<file path="config.mk">
export PLATFORM = sky130hd
export DESIGN_NAME = gccc_ctrl
export DESIGN_NICKNAME = d
export VERILOG_FILES = /design/src/design/gccc_pkg.sv /design/src/design/gccc_ctrl.sv
export SDC_FILE = /design/constraint.sdc
export NUM_CORES = 1
export LEC_CHECK = 0
export ABC_AREA = 1
export BUFFER_PORTS_ARGS = -buffer_cell sky130_fd_sc_hd__buf_2
export CAP_MARGIN = 20
export CORE_AREA = 2 2 39 41
export DETAILED_ROUTE_END_ITERATION = 10
export DIE_AREA = 0 0 41 43
export HOLD_SLACK_MARGIN = 0.08
export SYNTH_ARGS = -nofsm -noshare
export SYNTH_HDL_FRONTEND = slang
export SYNTH_SLANG_ARGS = --single-unit
export TNS_END_PERCENT = 50
</file>
<file path="constraint.sdc">
create_clock -name clk_i -period 1.3 [get_ports clk_i]
set_input_delay 0.065 -clock clk_i [delete_from_list [all_inputs] [get_ports clk_i]]
set_output_delay 0.065 -clock clk_i [all_outputs]
set_load 0.05 [all_outputs]
</file>
<file path="src/design/gccc_pkg.sv">
package gccc_pkg;

  localparam int MAP_SIDE_DEF = 1024;
  localparam int ROW_W        = 10;
  localparam int RAD_W        = 6;
  localparam int VAL_W        = 8;

  localparam logic [RAD_W-1:0]        RADIUS_RESET = 6'd25;
  localparam logic signed [VAL_W-1:0] OCC_UNKNOWN  = -8'sd1;
  localparam logic signed [VAL_W-1:0] OCC_FULL     = 8'sd100;

  localparam logic ACT_LOAD  = 1'b0;
  localparam logic ACT_QUERY = 1'b1;

  typedef enum logic [1:0] {
    ARM_UP,
    ARM_DOWN,
    ARM_RIGHT,
    ARM_LEFT
  } arm_e;

  typedef enum logic [1:0] {
    ST_IDLE,
    ST_PROBE,
    ST_DRAIN,
    ST_EMIT
  } state_e;

  typedef struct packed {
    logic start;
    logic probe;
    logic emit;
  } ctrl_cmd_t;

  typedef struct packed {
    logic last_probe;
    logic rsp_free;
  } ctrl_sts_t;

endpackage

</file>
<file path="src/design/gccc_ctrl.sv">
module gccc_ctrl import gccc_pkg::*; (
  input  logic      clk_i,
  input  logic      rst_ni,
  input  logic      req_valid_i,
  input  logic      req_action_i,
  input  ctrl_sts_t sts_i,
  output logic      req_ready_o,
  output ctrl_cmd_t cmd_o
);

  state_e state_q, state_d;

  always_comb begin
    state_d = state_q;
    case (state_q)
      ST_IDLE: begin
        if (req_valid_i && (req_action_i == ACT_QUERY)) begin
          state_d = ST_PROBE;
        end
      end
      ST_PROBE: begin
        if (sts_i.last_probe) begin
          state_d = ST_DRAIN;
        end
      end
      ST_DRAIN: state_d = ST_EMIT;
      ST_EMIT: begin
        if (sts_i.rsp_free) begin
          state_d = ST_IDLE;
        end
      end
      default: state_d = ST_IDLE;
    endcase
  end

  always_comb begin
    req_ready_o = 1'b0;
    cmd_o       = '0;
    case (state_q)
      ST_IDLE: begin
        req_ready_o = 1'b1;
        cmd_o.start = req_valid_i && (req_action_i == ACT_QUERY);
      end
      ST_PROBE: cmd_o.probe = 1'b1;
      ST_DRAIN: ;
      ST_EMIT:  cmd_o.emit = sts_i.rsp_free;
      default: ;
    endcase
  end

  always_ff @(posedge clk_i or negedge rst_ni) begin
    if (!rst_ni) begin
      state_q <= ST_IDLE;
    end else begin
      state_q <= state_d;
    end
  end

endmodule

</file>
* Word level (Yosys, flattened, before mapping)
Index checks and enable logic that the tools add are counted.
Word-level totals: register bits 2, bits in latches 0, bits in writable memories 0, memory bits (read-only) 0, input bits 6, output and inout port bits 4, logic and storage cells 18, memories kept 0
Operators by class: add/sub/neg operators 0, multipliers 0, divide/modulo/power cells 0, order comparisons 0, eq/ne operators 6, shift operators 0, mux-type cells 8, bitwise gates (word level) 0, reduce and logical (&&, ||, !) cells 3
Operator list (count):
- 2-bit one-hot mux with 4 select lines | 1
- 2-bit 2-to-1 mux | 3
- 2-bit inequality test (second input constant) | 3
- 2-bit equality test (second input constant) | 2
- 1-bit 2-to-1 mux | 4
- 3-bit AND reduction | 1
- 2-bit by 1-bit equality test with 1-bit output (second input constant) | 1
- 2-bit zero test | 1
- 1-bit logical AND | 1

* Depth between registers and ports, before layout
word-level depth 3, gate-level depth with buffers 6, depth with buffers taken out 6

* Least setup slack after synthesis
No wires, ideal clock.
kind reg2out, from register state_q[0], to output cmd_o[2] (netlist bit), arrival 1751 ps, data required time 1235 ps, slack -516 ps, stages on the path, launching flop included 5, buffers on the path 0, cells stage by stage dfrtp_1 > inv_1 > ha_1 > inv_1 > nor2_1
RTL lines:
- start, declared | RTL line gccc_ctrl.sv:11 | state_e state_q, state_d;
- start signal, assigned | RTL line gccc_ctrl.sv:55 | state_q <= state_d;
- end, declared | RTL line gccc_ctrl.sv:8 | output ctrl_cmd_t cmd_o

==> summary.json <==
{
  "status": {
    "status": "finished clean"
  },
  "worst_setup_path": {
    "timing.critical_path.arrival_ns": 1.18,
    "worst_setup_path_end_kind": "output pin",
    "timing_worst_setup_path_type": "reg2out",
    "start_kind": "flip-flop",
    "crit_path_max_fanout": 4,
    "timing.critical_path.required_ns": 1.24
  },
  "final_layout": {
    "final_cells": 61,
    "nNetsFinal": 58,
    "drive_gt1_share_pct": 55.6,
    "top_register": "state_q",
    "utilization_pct": 27.3,
    "top_regs": "state_q (2)",
    "largest_register_ffs": 2,
    "area_growth_syn_to_layout_pct": 76.6,
    "layout.cells.most_common": "nand2_1",
    "layout_common_cells": "7 x nand2_1, 6 x inv_1, 6 x buf_2",
    "antennaDiodeCount": 0
  },
  "sta": {
    "post_route_clock_period_utilization_pct": 95.5,
    "finalMaxSlewViolations": 0,
    "highest_clock_frequency_the_design_can_meet_ghz": 0.805,
    "layout_min_cycle_time_ns": 1.24,
    "final-setup-viol-count": 0,
    "timing_worst_slew_pin_value_ns": 0.249,
    "maxSlewHeadroom_pct": 83.5,
    "number_of_hold_slack_violations_in_the_final_timing_report": 0,
    "finalClockSkew_ns": 0.000154
  },
  "synth": {
    "synthesis.nets": 40,
    "synth_top_area_cell": "ha_1",
    "synth_area_sq_um": 214,
    "synth_cell_type_count": 8,
    "synth_seq_cells": 2,
    "post_synth_inst_count": 29,
    "synth_top_cell_area_share_pct": 29.2,
    "synth-seq-area-share_pct": 23.4,
    "mean_instance_size_in_the_synthesized_netlist_sq_um": 7.38,
    "synth_area_leaders": "ha_1 29%, dfrtp_1 23%, inv_1 14%",
    "synthesis.yosys.warnings": 0
  },
  "grt": {
    "grt_use_total_pct": 7.54,
    "wire_length_of_the_first_global_routing_pass_um": 807,
    "grt-ovfl-total": 0,
    "grt_pass1_vias": 211,
    "grt_max_degree": 5,
    "antenna_found_initial": 0
  },
  "drt": {
    "drc_marker_count_from_the_first_detailed_route_iteration": 0,
    "post_route_antenna_net_violation_count": 0,
    "routed-via-count": 223,
    "drt_wl_total_um": 466,
    "routedWlPerCell_um": 7.64,
    "drt_pass1_iterations": 1,
    "post_detailed_route_drc_marker_count": 0,
    "routed_via_density": 3.66
  },
  "die": {
    "placeable_core_area_sq_um": 1380,
    "initial_utilization_pct": 15.5,
    "floorplan.die_area_sq_um": 1760,
    "pin_count": 10,
    "floorplan.die.height_um": 43,
    "dieWidth_um": 41,
    "std_cell_rows": 14
  },
  "power_and_ir_drop": {
    "power.switching_uw": 486,
    "p_seq_share_pct": 13.5,
    "pwr_density_cell_nw_per_um2": 2540,
    "cellLeakagePower_uw": 0.000212,
    "internal-power_uw": 473,
    "swShare_pct": 50.7,
    "power.combinational.fraction_pct": 72.0,
    "vdd_ir_drop_max_v": 0.000914,
    "clock_power_share_pct": 14.6
  },
  "clocking": {
    "maximum_level_of_the_cts_h_tree": 1,
    "clock_path_buffers": 2,
    "clock_sink_count": 2,
    "insertion_delay_of_the_later_clocked_pin_in_the_worst_skew_pair_ns": 0.22,
    "cts_tree": "built",
    "path_clk_slew_ns": 0.03,
    "cts_root_buffer": "clkbuf_4",
    "cts_made_buffers": 3
  },
  "placed_design": {
    "place.port_buffers": 9,
    "placedCellCount": 55,
    "gp_routability_congestion": 0.612,
    "place.detailed.hpwl_um": 331
  },
  "worst_hold_path": {
    "hold_path.class": "in2async"
  },
  "job": {
    "cap_viol_max_count": 0
  }
}
## repair_timing
action,in CTS,in global routing
setup endpoints to repair,2,4
hold buffers,1,0
hold endpoints to repair,2,0
buffers inserted,2,0
gates resized for setup,4,6
pin swaps,0,1
## power groups by stage
stage	combinational [uW]	clock (uW)	sequential, uW
2_1_floorplan	465	0	125
3_5_place_dp	575	0	125
4_1_cts	640	150	125
3_3_place_gp	569	0	126
5_1_grt	778	158	133
6_report	690	139	129
## kinds of logic after synthesis
logic type / count (synthesis) / synth area share (%)
DFF: 2 / 23.4
adders and majority gates: 5 / 29.2
and+or+nand+nor: 14 / 33.3
buffers and inverters: 8 / 14.0
## Yosys cell counts
cell and instances:
nand2_2 3, nand2_1 7, nor2_1 1, ha_1 5
nand4_1 2, nand3_2 1, dfrtp_1 2, inv_1 8
## critical path, cell delays in order, from the launching register on
cell and delay (ns):
dfrtp_1 0.41, inv_2 0.09, ha_4 0.13, inv_1 0.06, nor2_4 0.11, buf_8 0.15
## through the flow
step / cell area [sq um] / hold WS, ns / TNS [ns] / setup slack, ns / power (uW)
after CTS: 355 / 0.140 / -0.00478 / -0.00478 / 915
after detailed placement: 299 / -0.148 / 0 / 0.105 / 700
after global routing: 378 / 0.148 / -0.00990 / -0.00990 / 1070
final: 378 / 0.160 / 0 / 0.0585 / 958
after floorplan: 226 / -0.231 / -0.0420 / -0.0420 / 590
after global placement: 299 / -0.150 / 0 / 0.111 / 696
## metal layers
layer	wire length, um	up-vias	GRT usage (%)
li1	-	117	-
met1	188	98	8.06
met2	249	8	9.06
met3	29	0	3.14
met4	0	0	10.0
met5	0	-	0
## final timing paths
path	to	slack [ns]	start	depth (start not counted)
max	cmd_o[2]	0.06	state_q[0]	5
max in group asynchronous	state_q[0]	1.04	rst_ni	2
min in group clk_i	state_q[1]	0.23	sts_i[1]	5
max reg2reg	state_q[0]	0.16	state_q[0]	7
min reg2reg	state_q[0]	0.55	state_q[0]	2
min	state_q[1]	0.16	rst_ni	2
## cell type report
cell class                 instances  area, sq um
clock buffer                       3         22.5
fill                             156         1010
inverter                           8         30.0
multi-input combinational         19          159
sequential                         2         50.0
tap                               16         20.0
timing repair buffer              13         96.3
(Power assumes the default switching activity.)
